--- src/hw/rtl/ftvp_pkg.sv ---
// ----------------------------------------------------------------------------
// ftvp_pkg
// shared types, constants and the message type lookup for the fix parser
// ----------------------------------------------------------------------------
`timescale 1ns / 1ps

package ftvp_pkg;

  // byte constants
  localparam logic [7:0] SOH_BYTE   = 8'h01;
  localparam logic [7:0] EQ_BYTE    = 8'h3d;
  localparam logic [7:0] ZERO_BYTE  = 8'h30;
  localparam logic [7:0] NINE_BYTE  = 8'h39;

  // output widths fixed by the result format, plus the checksum value width and limit
  localparam int unsigned OUT_TAG_W  = 16;
  localparam int unsigned FIELDS_W   = 16;
  localparam int unsigned COUNT_W    = 32;
  localparam int unsigned CKS_W      = 10;
  localparam logic [CKS_W-1:0] CKS_MAX = 10'd1023;
  localparam int unsigned TDATA_W    = 120;

  // bundle queue
  localparam int unsigned QDEPTH     = 4;
  localparam int unsigned QPTR_W     = 2;
  localparam int unsigned QCNT_W     = 3;

  typedef enum logic [1:0] {
    MODE_TAG   = 2'd0,
    MODE_VALUE = 2'd1,
    MODE_SKIP  = 2'd2
  } scan_mode_e;

  typedef enum logic [1:0] {
    KIND_VALUE = 2'd0,
    KIND_FIELD = 2'd1,
    KIND_DONE  = 2'd2
  } kind_e;

  typedef enum logic [3:0] {
    MT_UNKNOWN     = 4'd0,
    MT_HEARTBEAT   = 4'd1,
    MT_LOGON       = 4'd2,
    MT_LOGOUT      = 4'd3,
    MT_SNAPSHOT    = 4'd4,
    MT_INCREMENTAL = 4'd5,
    MT_EXECUTION   = 4'd6,
    MT_QUOTE_REQ   = 4'd7,
    MT_NEW_ORDER   = 4'd8
  } msg_type_e;

  // everything one input byte produces: up to three result words
  typedef struct packed {
    logic                  has_val;
    logic                  has_end;
    logic                  has_done;
    logic [OUT_TAG_W-1:0]  tag;
    logic [7:0]            vbyte;
    logic [7:0]            pos_val;
    logic [7:0]            pos_end;
    logic [3:0]            mtype;
    logic [FIELDS_W-1:0]   fields_pre;
    logic [FIELDS_W-1:0]   fields_post;
    logic                  parse_ok;
    logic                  cks_ok;
    logic [COUNT_W-1:0]    good;
    logic [COUNT_W-1:0]    bad;
  } bundle_t;

  function automatic msg_type_e classify(input logic [7:0] c);
    msg_type_e r;
    case (c)
      8'h30:   r = MT_HEARTBEAT;   // '0'
      8'h41:   r = MT_LOGON;       // 'A'
      8'h35:   r = MT_LOGOUT;      // '5'
      8'h57:   r = MT_SNAPSHOT;    // 'W'
      8'h58:   r = MT_INCREMENTAL; // 'X'
      8'h38:   r = MT_EXECUTION;   // '8'
      8'h52:   r = MT_QUOTE_REQ;   // 'R'
      8'h44:   r = MT_NEW_ORDER;   // 'D'
      default: r = MT_UNKNOWN;
    endcase
    return r;
  endfunction

endpackage

--- src/hw/rtl/ftvp_front.sv ---
// ----------------------------------------------------------------------------
// ftvp_front
// byte scanner: tracks tag/value state and builds one result bundle per byte
// ----------------------------------------------------------------------------
`timescale 1ns / 1ps

module ftvp_front #(
  parameter int unsigned TAG_WIDTH = 16
) (
  input  logic             clk_i,
  input  logic             rst_ni,
  input  logic             cfg_we_i,
  input  logic             cfg_wdata_i,
  input  logic             byte_valid_i,
  output logic             byte_ready_o,
  input  logic [7:0]       byte_i,
  input  logic             last_i,
  input  logic             q_full_i,
  output logic             push_o,
  output ftvp_pkg::bundle_t bundle_o
);

  localparam logic [TAG_WIDTH-1:0] TagMax = {TAG_WIDTH{1'b1}};
  localparam int unsigned CKS_W = ftvp_pkg::CKS_W;
  localparam int unsigned FW    = ftvp_pkg::FIELDS_W;
  localparam int unsigned CW    = ftvp_pkg::COUNT_W;

  ftvp_pkg::scan_mode_e   mode_q, mode_d;
  logic [TAG_WIDTH-1:0]   tag_q, tag_d;
  logic [7:0]             voff_q, voff_d;
  logic                   err_q, err_d;
  ftvp_pkg::msg_type_e    type_q, type_d;
  ftvp_pkg::msg_type_e    type_row;
  logic [7:0]             sum_q, sum_d;
  logic [7:0]             start_q, start_d;
  logic                   seen_q, seen_d;
  logic [CKS_W-1:0]       cks_q, cks_d;
  logic [FW-1:0]          ft_q, ft_d;
  logic [CW-1:0]          good_q, good_d;
  logic [CW-1:0]          bad_q, bad_d;
  logic                   req_q;

  logic                   accept;
  logic                   is_digit;
  logic [3:0]             dig;
  logic [TAG_WIDTH+3:0]   tag_mul;
  logic [CKS_W+3:0]       cks_mul;
  logic [7:0]             off_inc;
  logic                   has_val, has_end, has_done;
  logic [7:0]             pos_end;
  logic [FW-1:0]          ft_post;
  logic                   cok, pok;

  assign byte_ready_o = !q_full_i;
  assign accept       = byte_valid_i && byte_ready_o;

  assign is_digit = (byte_i inside {[ftvp_pkg::ZERO_BYTE:ftvp_pkg::NINE_BYTE]});
  assign dig      = 4'(byte_i - ftvp_pkg::ZERO_BYTE);
  // times ten as two shifts and an add
  assign tag_mul  = ({4'b0, tag_q} << 3) + ({4'b0, tag_q} << 1)
                  + (TAG_WIDTH+4)'(dig);
  assign cks_mul  = ({4'b0, cks_q} << 3) + ({4'b0, cks_q} << 1)
                  + (CKS_W+4)'(dig);
  assign off_inc  = (voff_q == 8'hff) ? voff_q : voff_q + 8'd1;

  always_comb begin
    mode_d   = mode_q;
    tag_d    = tag_q;
    voff_d   = voff_q;
    err_d    = err_q;
    type_d   = type_q;
    sum_d    = sum_q;
    start_d  = start_q;
    seen_d   = seen_q;
    cks_d    = cks_q;
    good_d   = good_q;
    bad_d    = bad_q;
    has_val  = 1'b0;
    has_end  = 1'b0;
    has_done = 1'b0;
    pos_end  = 8'd0;

    if (accept) begin
      if (!seen_q) begin
        sum_d = sum_q + byte_i;
      end
      case (mode_q)
        ftvp_pkg::MODE_TAG: begin
          if (is_digit) begin
            tag_d = (tag_mul > {4'b0, TagMax}) ? TagMax : tag_mul[TAG_WIDTH-1:0];
            if (last_i) begin
              err_d = 1'b1;
            end
          end else if (byte_i == ftvp_pkg::EQ_BYTE) begin
            if (tag_q == TAG_WIDTH'(10)) begin
              // byte sum freezes at the first checksum field
              if (!seen_q) begin
                sum_d  = start_q;
                seen_d = 1'b1;
              end
              cks_d = '0;
            end
            mode_d = ftvp_pkg::MODE_VALUE;
            voff_d = 8'd0;
            has_end = last_i;
          end else begin
            err_d  = 1'b1;
            mode_d = ftvp_pkg::MODE_SKIP;
          end
        end
        ftvp_pkg::MODE_VALUE: begin
          if (byte_i == ftvp_pkg::SOH_BYTE) begin
            has_end = 1'b1;
            pos_end = voff_q;
            mode_d  = ftvp_pkg::MODE_TAG;
            tag_d   = '0;
            voff_d  = 8'd0;
            start_d = sum_d;
          end else begin
            if (tag_q == TAG_WIDTH'(35) && voff_q == 8'd0) begin
              type_d = ftvp_pkg::classify(byte_i);
            end
            if (tag_q == TAG_WIDTH'(10)) begin
              if (is_digit) begin
                cks_d = (cks_mul > {4'b0, ftvp_pkg::CKS_MAX}) ? ftvp_pkg::CKS_MAX
                                                              : cks_mul[CKS_W-1:0];
              end else begin
                cks_d = ftvp_pkg::CKS_MAX;
              end
            end
            has_val = 1'b1;
            voff_d  = off_inc;
            has_end = last_i;
            pos_end = off_inc;
          end
        end
        default: ;
      endcase
      has_done = last_i;
    end

    // rows of this byte carry the type before the end-of-message clear
    type_row = type_d;
    ft_post  = (has_end && ft_q != {FW{1'b1}}) ? ft_q + FW'(1) : ft_q;
    ft_d     = ft_post;
    cok      = seen_d && (cks_d == {2'b0, sum_d});
    pok      = !err_d && (!req_q || cok);

    if (has_done) begin
      if (pok) begin
        good_d = good_q + CW'(1);
      end else begin
        bad_d = bad_q + CW'(1);
      end
      // per-message state back to its idle values
      mode_d  = ftvp_pkg::MODE_TAG;
      tag_d   = '0;
      voff_d  = 8'd0;
      err_d   = 1'b0;
      type_d  = ftvp_pkg::MT_UNKNOWN;
      sum_d   = 8'd0;
      start_d = 8'd0;
      seen_d  = 1'b0;
      cks_d   = '0;
      ft_d    = '0;
    end
  end

  assign push_o = has_val || has_end || has_done;

  always_comb begin
    bundle_o.has_val     = has_val;
    bundle_o.has_end     = has_end;
    bundle_o.has_done    = has_done;
    bundle_o.tag         = ftvp_pkg::OUT_TAG_W'(tag_q);
    bundle_o.vbyte       = byte_i;
    bundle_o.pos_val     = voff_q;
    bundle_o.pos_end     = pos_end;
    bundle_o.mtype       = type_row;
    bundle_o.fields_pre  = ft_q;
    bundle_o.fields_post = ft_post;
    bundle_o.parse_ok    = pok;
    bundle_o.cks_ok      = cok;
    bundle_o.good        = good_q;
    bundle_o.bad         = bad_q;
  end

  always_ff @(posedge clk_i or negedge rst_ni) begin
    if (!rst_ni) begin
      mode_q  <= ftvp_pkg::MODE_TAG;
      tag_q   <= '0;
      voff_q  <= 8'd0;
      err_q   <= 1'b0;
      type_q  <= ftvp_pkg::MT_UNKNOWN;
      sum_q   <= 8'd0;
      start_q <= 8'd0;
      seen_q  <= 1'b0;
      cks_q   <= '0;
      ft_q    <= '0;
      good_q  <= '0;
      bad_q   <= '0;
      req_q   <= 1'b0;
    end else begin
      mode_q  <= mode_d;
      tag_q   <= tag_d;
      voff_q  <= voff_d;
      err_q   <= err_d;
      type_q  <= type_d;
      sum_q   <= sum_d;
      start_q <= start_d;
      seen_q  <= seen_d;
      cks_q   <= cks_d;
      ft_q    <= ft_d;
      good_q  <= good_d;
      bad_q   <= bad_d;
      if (cfg_we_i) begin
        req_q <= cfg_wdata_i;
      end
    end
  end

endmodule

--- src/hw/rtl/ftvp_queue.sv ---
// ----------------------------------------------------------------------------
// ftvp_queue
// short fifo of result bundles between the scanner and the word emitter
// ----------------------------------------------------------------------------
`timescale 1ns / 1ps

module ftvp_queue (
  input  logic              clk_i,
  input  logic              rst_ni,
  input  logic              push_i,
  input  ftvp_pkg::bundle_t wdata_i,
  output logic              full_o,
  input  logic              pop_i,
  output logic              valid_o,
  output ftvp_pkg::bundle_t rdata_o
);

  localparam int unsigned PW = ftvp_pkg::QPTR_W;
  localparam int unsigned NW = ftvp_pkg::QCNT_W;

  ftvp_pkg::bundle_t mem_q [ftvp_pkg::QDEPTH];
  logic [PW-1:0] wptr_q, wptr_d;
  logic [PW-1:0] rptr_q, rptr_d;
  logic [NW-1:0] cnt_q, cnt_d;
  logic          do_push, do_pop;

  assign full_o  = (cnt_q == NW'(ftvp_pkg::QDEPTH));
  assign valid_o = (cnt_q != '0);
  assign rdata_o = mem_q[rptr_q];
  assign do_push = push_i && !full_o;
  assign do_pop  = pop_i && valid_o;

  always_comb begin
    wptr_d = do_push ? wptr_q + PW'(1) : wptr_q;
    rptr_d = do_pop  ? rptr_q + PW'(1) : rptr_q;
    cnt_d  = cnt_q;
    if (do_push && !do_pop) begin
      cnt_d = cnt_q + NW'(1);
    end else if (do_pop && !do_push) begin
      cnt_d = cnt_q - NW'(1);
    end
  end

  always_ff @(posedge clk_i) begin
    if (do_push) begin
      mem_q[wptr_q] <= wdata_i;
    end
  end

  always_ff @(posedge clk_i or negedge rst_ni) begin
    if (!rst_ni) begin
      wptr_q <= '0;
      rptr_q <= '0;
      cnt_q  <= '0;
    end else begin
      wptr_q <= wptr_d;
      rptr_q <= rptr_d;
      cnt_q  <= cnt_d;
    end
  end

endmodule

--- src/hw/rtl/ftvp_back.sv ---
// ----------------------------------------------------------------------------
// ftvp_back
// word emitter: walks the rows of the head bundle into a registered output
// ----------------------------------------------------------------------------
`timescale 1ns / 1ps

module ftvp_back (
  input  logic                         clk_i,
  input  logic                         rst_ni,
  input  logic                         q_valid_i,
  input  ftvp_pkg::bundle_t            q_data_i,
  output logic                         q_pop_o,
  output logic                         out_valid_o,
  input  logic                         out_ready_i,
  output logic [ftvp_pkg::TDATA_W-1:0] out_data_o,
  output logic [1:0]                   out_user_o,
  output logic                         out_last_o
);

  localparam int unsigned CW = ftvp_pkg::COUNT_W;

  logic [2:0]  sent_q, sent_d;
  logic        vld_q, vld_d;
  logic [ftvp_pkg::TDATA_W-1:0] data_q;
  logic [1:0]  user_q;
  logic        last_q;

  logic [2:0]  present, remain, pick;
  logic        row_last, load;
  ftvp_pkg::kind_e kind;
  logic [15:0] r_tag;
  logic [7:0]  r_vb, r_pos;
  logic        r_pok, r_cok;
  logic [15:0] r_fields;
  logic [CW-1:0] r_good, r_bad;
  logic [ftvp_pkg::TDATA_W-1:0] r_data;

  assign present  = {q_data_i.has_done, q_data_i.has_end, q_data_i.has_val};
  assign remain   = present & ~sent_q;
  assign pick     = remain & (~remain + 3'd1); // lowest pending row
  assign row_last = ((remain & ~pick) == 3'b000);
  assign load     = q_valid_i && (!vld_q || out_ready_i);
  assign q_pop_o  = load && row_last;

  always_comb begin
    kind     = ftvp_pkg::KIND_DONE;
    r_tag    = 16'd0;
    r_vb     = 8'd0;
    r_pos    = 8'd0;
    r_pok    = 1'b0;
    r_cok    = 1'b0;
    r_fields = q_data_i.fields_pre;
    r_good   = q_data_i.good;
    r_bad    = q_data_i.bad;
    if (pick[0]) begin
      kind  = ftvp_pkg::KIND_VALUE;
      r_tag = q_data_i.tag;
      r_vb  = q_data_i.vbyte;
      r_pos = q_data_i.pos_val;
    end else if (pick[1]) begin
      kind  = ftvp_pkg::KIND_FIELD;
      r_tag = q_data_i.tag;
      r_pos = q_data_i.pos_end;
    end else begin
      r_pok    = q_data_i.parse_ok;
      r_cok    = q_data_i.cks_ok;
      r_fields = q_data_i.fields_post;
      r_good   = q_data_i.good + CW'(q_data_i.parse_ok);
      r_bad    = q_data_i.bad + CW'(!q_data_i.parse_ok);
    end
    r_data = {2'b00, r_bad, r_good, r_fields, r_cok, r_pok, q_data_i.mtype,
              r_pos, r_vb, r_tag};
  end

  always_comb begin
    sent_d = sent_q;
    vld_d  = vld_q;
    if (load) begin
      vld_d  = 1'b1;
      sent_d = row_last ? 3'b000 : (sent_q | pick);
    end else if (out_ready_i) begin
      vld_d = 1'b0;
    end
  end

  always_ff @(posedge clk_i or negedge rst_ni) begin
    if (!rst_ni) begin
      sent_q <= 3'b000;
      vld_q  <= 1'b0;
    end else begin
      sent_q <= sent_d;
      vld_q  <= vld_d;
    end
  end

  always_ff @(posedge clk_i) begin
    if (load) begin
      data_q <= r_data;
      user_q <= kind;
      last_q <= row_last;
    end
  end

  assign out_valid_o = vld_q;
  assign out_data_o  = data_q;
  assign out_user_o  = user_q;
  assign out_last_o  = last_q;

endmodule

--- src/hw/rtl/fix_tag_value_stream_parser_core.sv ---
// ----------------------------------------------------------------------------
// fix_tag_value_stream_parser_core
// fix tag=value byte stream parser with checksum check and message typing
// ----------------------------------------------------------------------------
// a byte's result words pass the bundle queue, then the output register, onto m_axis
// throughput: one input byte per cycle while the bundle queue has room; one
//   result word per cycle out while m_axis_tready is high, so a byte making 2 or
//   3 words keeps the emitter on it and the 4-entry queue absorbs the bursts
// reset: rst_ni clears parse state, counters, the checksum_required register
//   and the queue at once; no clearing pass
`timescale 1ns / 1ps

module fix_tag_value_stream_parser_core #(
  parameter int unsigned TAG_WIDTH = 16
) (
  input  logic         clk_i,
  input  logic         rst_ni,
  // configuration: checksum_required
  input  logic         cfg_we_i,
  input  logic         cfg_wdata_i,
  // input byte stream
  input  logic         s_axis_tvalid,
  output logic         s_axis_tready,
  input  logic [7:0]   s_axis_tdata,   // [7:0] data_byte
  input  logic         s_axis_tlast,   // end_of_message
  // result words
  output logic         m_axis_tvalid,
  input  logic         m_axis_tready,
  // [15:0] field_tag, [23:16] value_byte, [31:24] value_position,
  // [35:32] message_type, [36] parse_ok, [37] checksum_ok,
  // [53:38] fields_seen, [85:54] good_messages, [117:86] bad_messages,
  // [119:118] zero
  output logic [119:0] m_axis_tdata,
  output logic [1:0]   m_axis_tuser,   // [1:0] kind
  output logic         m_axis_tlast    // last_of_run
);

  // front: scanner state machine turns each byte into a bundle of up to
  // three result rows (value byte, field end, message done)
  // queue: decouples the scanner, one byte per cycle unless full, from the emitter
  // back: steps through the rows of each bundle into an output register

  ftvp_pkg::bundle_t push_bundle;
  ftvp_pkg::bundle_t head_bundle;
  logic              push;
  logic              q_full;
  logic              q_valid;
  logic              pop;

  ftvp_front #(
    .TAG_WIDTH (TAG_WIDTH)
  ) u_front (
    .clk_i        (clk_i),
    .rst_ni       (rst_ni),
    .cfg_we_i     (cfg_we_i),
    .cfg_wdata_i  (cfg_wdata_i),
    .byte_valid_i (s_axis_tvalid),
    .byte_ready_o (s_axis_tready),
    .byte_i       (s_axis_tdata),
    .last_i       (s_axis_tlast),
    .q_full_i     (q_full),
    .push_o       (push),
    .bundle_o     (push_bundle)
  );

  ftvp_queue u_queue (
    .clk_i   (clk_i),
    .rst_ni  (rst_ni),
    .push_i  (push),
    .wdata_i (push_bundle),
    .full_o  (q_full),
    .pop_i   (pop),
    .valid_o (q_valid),
    .rdata_o (head_bundle)
  );

  ftvp_back u_back (
    .clk_i       (clk_i),
    .rst_ni      (rst_ni),
    .q_valid_i   (q_valid),
    .q_data_i    (head_bundle),
    .q_pop_o     (pop),
    .out_valid_o (m_axis_tvalid),
    .out_ready_i (m_axis_tready),
    .out_data_o  (m_axis_tdata),
    .out_user_o  (m_axis_tuser),
    .out_last_o  (m_axis_tlast)
  );

endmodule

--- config.mk ---
export PLATFORM = sky130hd
export DESIGN_NAME = fix_tag_value_stream_parser_core
export DESIGN_NICKNAME = d
export VERILOG_FILES = /design/src/hw/rtl/ftvp_pkg.sv /design/src/hw/rtl/ftvp_front.sv /design/src/hw/rtl/ftvp_queue.sv /design/src/hw/rtl/ftvp_back.sv /design/src/hw/rtl/fix_tag_value_stream_parser_core.sv
export SDC_FILE = /design/constraint.sdc
export NUM_CORES = 1
export LEC_CHECK = 0
export BUFFER_PORTS_ARGS = -buffer_cell sky130_fd_sc_hd__buf_2
export CORE_UTILIZATION = 46
export CTS_CLUSTER_DIAMETER = 200
export DETAILED_ROUTE_END_ITERATION = 10
export PLACE_DENSITY_LB_ADDON = 0.1
export SETUP_SLACK_MARGIN = 0.5
export SLEW_MARGIN = 20
export SYNTH_ARGS = -nofsm -noshare
export SYNTH_HDL_FRONTEND = slang
export SYNTH_HIERARCHICAL = 1
export SYNTH_SLANG_ARGS = --single-unit
--- constraint.sdc ---
create_clock -name clk_i -period 5.9 [get_ports clk_i]
set_input_delay 0 -clock clk_i [delete_from_list [all_inputs] [get_ports clk_i]]
set_output_delay 0 -clock clk_i [all_outputs]
set_load 0.01 [all_outputs]
---- Word-level counts from Yosys, hierarchy flattened ----
Memory sizes are Yosys's and may differ from the RTL's.
Cells that the tools add are included.
cells by class
  reduce and logical (&&, ||, !) cells .... 40
  bitwise gates (word level) .............. 8
  $add $sub $neg .......................... 17
  equality and inequality tests ........... 21
  order comparisons ....................... 4
  mux-type cells .......................... 91
operator list
  kind                                                              number
  two-way mux 8 bit                                                 23
  two-way mux 16 bit                                                11
  two-way mux 32 bit                                                4
  two-way mux 10 bit                                                9
  adder 32 x 1 -> 32 bit                                            2
  adder 32 x 1 -> 32 bit (second input constant)                    2
  equality test 8 x 7 -> 1 bit (second input constant)              5
  equality test 8 x 6 -> 1 bit (second input constant)              4
  case mux 16 bit (2 select lines)                                  1
  case mux 4 bit (8 select lines)                                   1
  two-way mux 1 bit                                                 24
  adder 19 x 17 -> 20 bit                                           1
  adder 20 x 4 -> 20 bit                                            1
  greater-than comparator 20 x 16 -> 1 bit (second input constant)  1
  two-way mux 4 bit                                                 5
  case mux 10 bit (2 select lines)                                  1
  adder 16 x 1 -> 16 bit (second input constant)                    1
  equality test 16 x 4 -> 1 bit (second input constant)             1
  equality test 16 x 6 -> 1 bit (second input constant)             1
  inequality test 16 bit (second input constant)                    1
  case mux 8 bit (2 select lines)                                   1
  adder 13 x 11 -> 14 bit                                           1
  adder 14 x 4 -> 14 bit                                            1
  greater-than comparator 14 x 10 -> 1 bit (second input constant)  1
  other kinds (35)                                                  78
storage, ports and cells
  RAM bits ................................ 580
  output and inout bits ................... 125
  input bits .............................. 15
  logic and storage cells ................. 205
  memories kept ........................... 1
  bits in registers ....................... 271
memory list
  memory         depth  bits a word  rd ports  clocked after memory_dff  write ports  RTL line          RTL
  u_queue.mem_q  4      145          1         0                         1            ftvp_queue.sv:21  ftvp_pkg::bundle_t mem_q [ftvp_pkg::QDEPTH];

---- Longest topological paths before layout ----
  depth after elaboration ................. 15
  gate-level depth with buffers ........... 16
  depth with buffers taken out ............ 15

---- Modules after synthesis ----
The synthesis kept the hierarchy.
by module, submodules not included
  module      instances  cells each  seq. area each (um^2)  area an instance (um^2)
  ftvp_queue  1          793         17591.9                21455.6
  ftvp_front  1          1012        3478.3                 9633.0
  ftvp_back   1          430         3733.6                 5570.3

---- Least setup slack after synthesis ----
Ideal clock, no wire load.
  path kind ............................... reg-to-reg
  start point ............................. register u_queue.cnt_q[2]
  end point ............................... memory u_queue/mem_q[0][0] in the netlist's numbering (enable)
  buffers on the path ..................... 2
  cell stages (with the launch flop) ...... 11
  required time ........................... 5.378 ns
  setup slack ............................. 0.166 ns
  period minus slack after synthesis ...... 5.734 ns
  arrival time ............................ 5.212 ns
  setup time .............................. 0.522 ns
  cells stage by stage .................... dfrtp_1 > nor3b_2 > nor2b_1 > clkbuf_1 > nand2_1 > inv_2 > nor2_1 > nand2_1 > nor2b_1 > buf_2 > and2_1
between the ends
  word-level cells in the longest chain between the ends .. 9
  elaborated cells between the ends (all ways) .. 11
  those cells by class .................... eq/ne (1); mux (5); reduce/logical (5)
ends and longest elaborated chain
  item                                         RTL line                                RTL
  start, declared                              ftvp_queue.sv:24                        logic [NW-1:0] cnt_q, cnt_d;
  start signal, assigned                       ftvp_queue.sv:58                        cnt_q <= cnt_d;
  equality test 3 bit (*)                      ftvp_queue.sv:27                        assign full_o = (cnt_q == NW'(ftvp_pkg::QDEPTH));
  named net q_full                             fix_tag_value_stream_parser_core.sv:46  logic q_full;
  logical NOT 1 bit (*)                        ftvp_front.sv:54                        assign byte_ready_o = !q_full_i;
  logical AND 1 bit (*)                        ftvp_front.sv:55                        assign accept = byte_valid_i && byte_ready_o;
  two-way mux 1 bit                            ftvp_front.sv:83                        if (accept) begin
  logical OR 1 bit                             ftvp_front.sv:169                       assign push_o = has_val || has_end || has_done;
  logical OR 1 bit (*)                         ftvp_front.sv:169
  named net push                               fix_tag_value_stream_parser_core.sv:45  logic push;
  logical AND 1 bit (*)                        ftvp_queue.sv:30                        assign do_push = push_i && !full_o;
  named net u_queue.do_push                    ftvp_queue.sv:25                        logic do_push, do_pop;
  two-way mux 1 bit (*)                        ftvp_queue.sv:45                        if (do_push) begin
  two-way mux 1 bit (implied by the code) (*)  ftvp_queue.sv:46                        mem_q[wptr_q] <= wdata_i;
  end, declared                                ftvp_queue.sv:21
Mark *: on every way through the listed nets, which the timed path passes. The rest lies on a longest branch.

---- Final worst setup path ----
  start point ............................. register u_front.cks_q[0]
  end point ............................... register u_front.good_q[27]
between the ends
  word-level cells in the longest chain between the ends .. 14
  elaborated cells between the ends (all ways) .. 17
  those cells by class .................... add/sub (2); order compare (1); eq/ne (1); mux (9); reduce/logical (4)
ends and longest elaborated chain
  item                                      RTL line           RTL
  start, declared                           ftvp_front.sv:37   logic [CKS_W-1:0] cks_q, cks_d;
  start signal, assigned                    ftvp_front.sv:212  cks_q <= cks_d;
  adder 13 x 11 -> 14 bit                   ftvp_front.sv:62   assign cks_mul = ({4'b0, cks_q} << 3) + ({4'b0, cks_q} << 1)
  adder 14 x 4 -> 14 bit                    ftvp_front.sv:63   + (CKS_W+4)'(dig);
  greater-than comparator 14 x 10 -> 1 bit  ftvp_front.sv:125  cks_d = (cks_mul > {4'b0, ftvp_pkg::CKS_MAX}) ? ftvp_pkg::CKS_MAX
  two-way mux 10 bit                        ftvp_front.sv:125
  two-way mux 10 bit                        ftvp_front.sv:124  if (is_digit) begin
  two-way mux 10 bit                        ftvp_front.sv:123  if (tag_q == TAG_WIDTH'(10)) begin
  two-way mux 10 bit                        ftvp_front.sv:112  if (byte_i == ftvp_pkg::SOH_BYTE) begin
  case mux 10 bit (2 select lines)          ftvp_front.sv:87   case (mode_q)
  two-way mux 10 bit (*)                    ftvp_front.sv:83
  equality test 10 x 8 -> 1 bit (*)         ftvp_front.sv:146  cok = seen_d && (cks_d == {2'b0, sum_d});
  logical AND 1 bit (*)                     ftvp_front.sv:146
  logical OR 1 bit (*)                      ftvp_front.sv:147  pok = !err_d && (!req_q || cok);
  logical AND 1 bit (*)                     ftvp_front.sv:147
  AND reduction 2 bit (no source line) (*)  --
  end signal, assigned                      ftvp_front.sv:214  good_q <= good_d;
  end, declared                             ftvp_front.sv:39   logic [CW-1:0] good_q, good_d;
Every way passes the cells marked *; elsewhere a longest branch is shown, timed or not.
A chain may end at the register's enable or synchronous reset.

==> results by group <==
Timing
  – Max Fclk: between 200 and 250 MHz
  – Final setup violating endpoints: 0
  – Clock Skews: roughly 0.021 ns
  – Min Tclk post-route: 4.93 ns
  – Hold WS: 0.0954 ns
  – Final WS setup: a little under 1 ns
  – Setup TNS: 0 ns
  – Slew Limit Fails: 0
  – Tcrit/Tclk final: 83.6%
  – Max-Slew Margin vs Limit: around 27%
  – Final hold vios: 0
  – RSZ-0062 raised after global routing: no
  – Worst slew pin tran: 1.09 ns

Die
  – CORE AREA: between 70000 and 80000 sq um
  – I/O Pins: 140
  – Die Ht: 284 um
  – Initial Util: ~46%
  – Total die area: 80800 sq um
  – # rows: approximately 100
  – Die X: 284 um

Detailed routing
  – DR WL/cell: 22.3 um
  – DRC violations left: 0
  – Drt first pass iters: 5
  – Final wirelength: 79200 um
  – Post-route ant nets: 0
  – Vias per cell: 5.65
  – DRT iter0 DRCs: 1539
  – Vias: 20053

Critical path
  – WP data arrival: 5.48 ns
  – Critical path class: reg2reg
  – Slowest stage cell, crit path: fa_1
  – Worst path required time: 6.44 ns
  – Crit start category: flip-flop
  – Critical path cell sequence: fa_1, fa_1, a211oi_1, o21ai_0, a21oi_1, and4b_1, o21ai_1, nor3_1, o211ai_1, nor4_4, a31oi_4, buf_4, nor4_2, xor2_1
  – Worst-path maximum fanout: 30
  – RR Startpoint: u_front/cks_q[0]
  – Most frequent CP cell: fa_1
  – WP buf/inv: 1
  – Top Family by Delay on Critical Path: compound AO/OA/AOI/OAI gates
  – Slowest stage delay, CP: 0.52 ns
  – Crit path capture type: flip-flop
  – Reg2reg end: u_front/good_q[27]
  – Reg2Reg Setup Slack: 0.97 ns
  – Count of cells along the worst register-to-register path: 14

Synth
  – Syn Inst Count: ~2200
  – Top_reg_cell synth: edfxtp_1
  – FF+latch count, synth: 851
  – Mean Syn Cell Area: around 16 sq um
  – Synth Cell Area: 36700 sq um
  – Sequential share of the synthesized area: 67.7%
  – EDFF count, synth: between 700 and 800
  – Warning count from the yosys run: 6
  – Post-synth ARST share: 17.6%
  – Post-synthesis cell type count: 89

Finish
  – Nets: 2517
  – P&R area growth vs syn: 13.4%
  – Ant. Diodes: 0
  – Layout cells sized above 1: 21.2%
  – Non-Filler Instances: 3550

Global route
  – GRT Total Usage: 20.0%
  – GRT Residual Overflow: 0
  – Vias in the first global route: 20894
  – Initial antenna violation count: 2
  – Largest net degree at the start of global routing: 94
  – Global-route wire length before repair: 124000 um

Min path
  – Min-delay src: s_axis_tvalid
  – Worst hold path type: in2reg
  – Hold path endpoint: u_front/voff_q[7]
  – Hold path depth: 4

Placed design
  – Placer Congestion: 0.874
  – Dpl ws: 1.10 ns
  – Port Buffer Count: approximately 140
  – Placed insts: 3367
  – HPWL Detailed: 49100 um

Pwr
  – Worst vdd ir: 449 uV
  – Internal cell power: 14.1 mW
  – Gate power share: 30.8%
  – PD cells: 498 nW/um^2
  – Lkg Pwr: 15.1 nW
  – Flop pwr share: 42.5%
  – Clock share of power: 26.8%
  – Psw: around 6.6 mW
  – Switching share of power: 32.1%

Clock network
  – CTS buffer count: 90
  – CTS Buffer Depth: 3
  – Clock sink total: 851
  – Clk slew on worst S/H paths: 0.06 ns
  – Max H-tree Level: 3
  – Worst-Skew Late Latency: 0.64 ns
  – CTS tree: built
  – CTS Root Buffer Type: clkbuf_16

Run status
  – Outcome: complete, no violations

Flow run
  – Maxcap violations: 0
-- power groups by stage --
stage                     Sequential, mW  Clock, mW  Combinational, mW
after floorplan                     8.91          0               4.45
after global placement              8.88          0               6.38
after detailed placement            8.95          0               6.45
after CTS                           8.83       5.69               6.49
after global routing                8.93       5.93               6.99
final                               8.80       5.54               6.37
-- per-stage QoR --
stage | power [mW] | utilization [%] | cell area, sq um
finish | 20.7 | 52.7 | 41600
global route | 21.9 | 52.7 | 41600
CTS | 21.0 | 52.7 | 41600
global placement | 15.3 | 48.8 | 38500
detailed placement | 15.4 | 48.8 | 38500
floorplan | 13.4 | - | 36700
-- registers in the layout, indices dropped and copies added (netlist names), 4 cells and up --
name	flops
u_front/start_q	8
u_front/ft_q	16
u_front/cks_q	10
u_front/bad_q	32
u_queue/mem_q	580
u_front/tag_q	16
u_front/sum_q	8
u_front/good_q	32
u_front/voff_q	8
u_back/out_data_o	118
u_front/type_q	4
-- cells by family after synthesis --
logic type                 share of synthesized area, %
AOI/OAI and AO/OA                                  4.03
xor gates and xnor gates                           4.01
adders and majority gates                          2.75
buffers and inverters                              2.26
DFF                                                67.7
muxes                                              9.32
other                                            0.0102
and+or+nand+nor                                    9.95
-- what timing repair did --
| action | CTS | global route |
|---|---|---|
| hold endpoints to repair | 141 | 0 |
| hold buffers | 16 | 0 |
| buffers inserted | 0 | 0 |
| resized for setup | 0 | 0 |
-- final cells by class --
cell class	instances	area, sq um
sequential	851	24800
clock inverter	46	433
timing repair buffer	195	1340
fill	6473	37300
inverter	31	116
clock buffer	121	2480
multi-input combinational	1256	11100
tap	1050	1310
-- worst max path at each step --
stage | to | cells after the start | slack, ns | from
final | u_front/good_q[27] | 14 | 0.97 | u_front/cks_q[0]
after global routing | u_front/good_q[27] | 14 | 0.75 | u_front/cks_q[2]
after CTS | u_front/good_q[27] | 14 | 1.02 | u_front/cks_q[2]
after detailed placement | u_front/good_q[24] | 14 | 1.10 | u_front/cks_q[2]
after global placement | u_front/good_q[2] | 14 | 1.20 | u_front/cks_q[0]
after floorplan | u_front/good_q[1] | 12 | 1.68 | u_front/cks_q[0]
-- worst reg2reg max path: cells and delay by family, from the launching register on --
family,cells,cell delay [ns]
xor gates and xnor gates,1,0.23
adders and majority gates,2,1.03
buffers and inverters,1,0.32
DFF,1,0.42
AOI/OAI and AO/OA,6,1.41
and+or+nand+nor,4,1.42
-- layout by cell type, fill, tap and decap left out, drive strengths merged, types with 65 or more instances in the layout --
cell and count:
and2 65, clkbuf 121, ha 71, nand2 156, xor2 68, dfrtp 150, edfxtp 701, nor2 107
mux4 145, nand3 76, xnor2 100, buf 180
-- cell usage after synthesis (16+ instances only) --
master    count  area, sq um
ha_1         71          888
dfrtp_1     150         3750
buf_4        16          120
nand3_1      75          375
xnor2_1     100          876
nor4_2       25          313
a221o_1      16          160
o21ai_0      53          265
a21oi_1      41          205
mux4_2      145         3270
inv_1        30          113
clkbuf_1     31          116
xor2_1       68          596
nor3_1       33          165
edfxtp_1    701        21100
nand2_1     156          586
buf_2        24          120
nand4_1      39          244
and2_1       65          407
and3_1       41          257
nor2_1      107          402
-- layer usage --
metal	vias to the layer above	track usage (%)	share of wire, %
li1	9085	-	-
met1	10385	27.8	45
met2	471	32.6	49
met3	112	2.91	4.3
met4	0	6.05	2.2
met5	-	0	0
No activity file was read; power rests on OpenSTA's default activity.
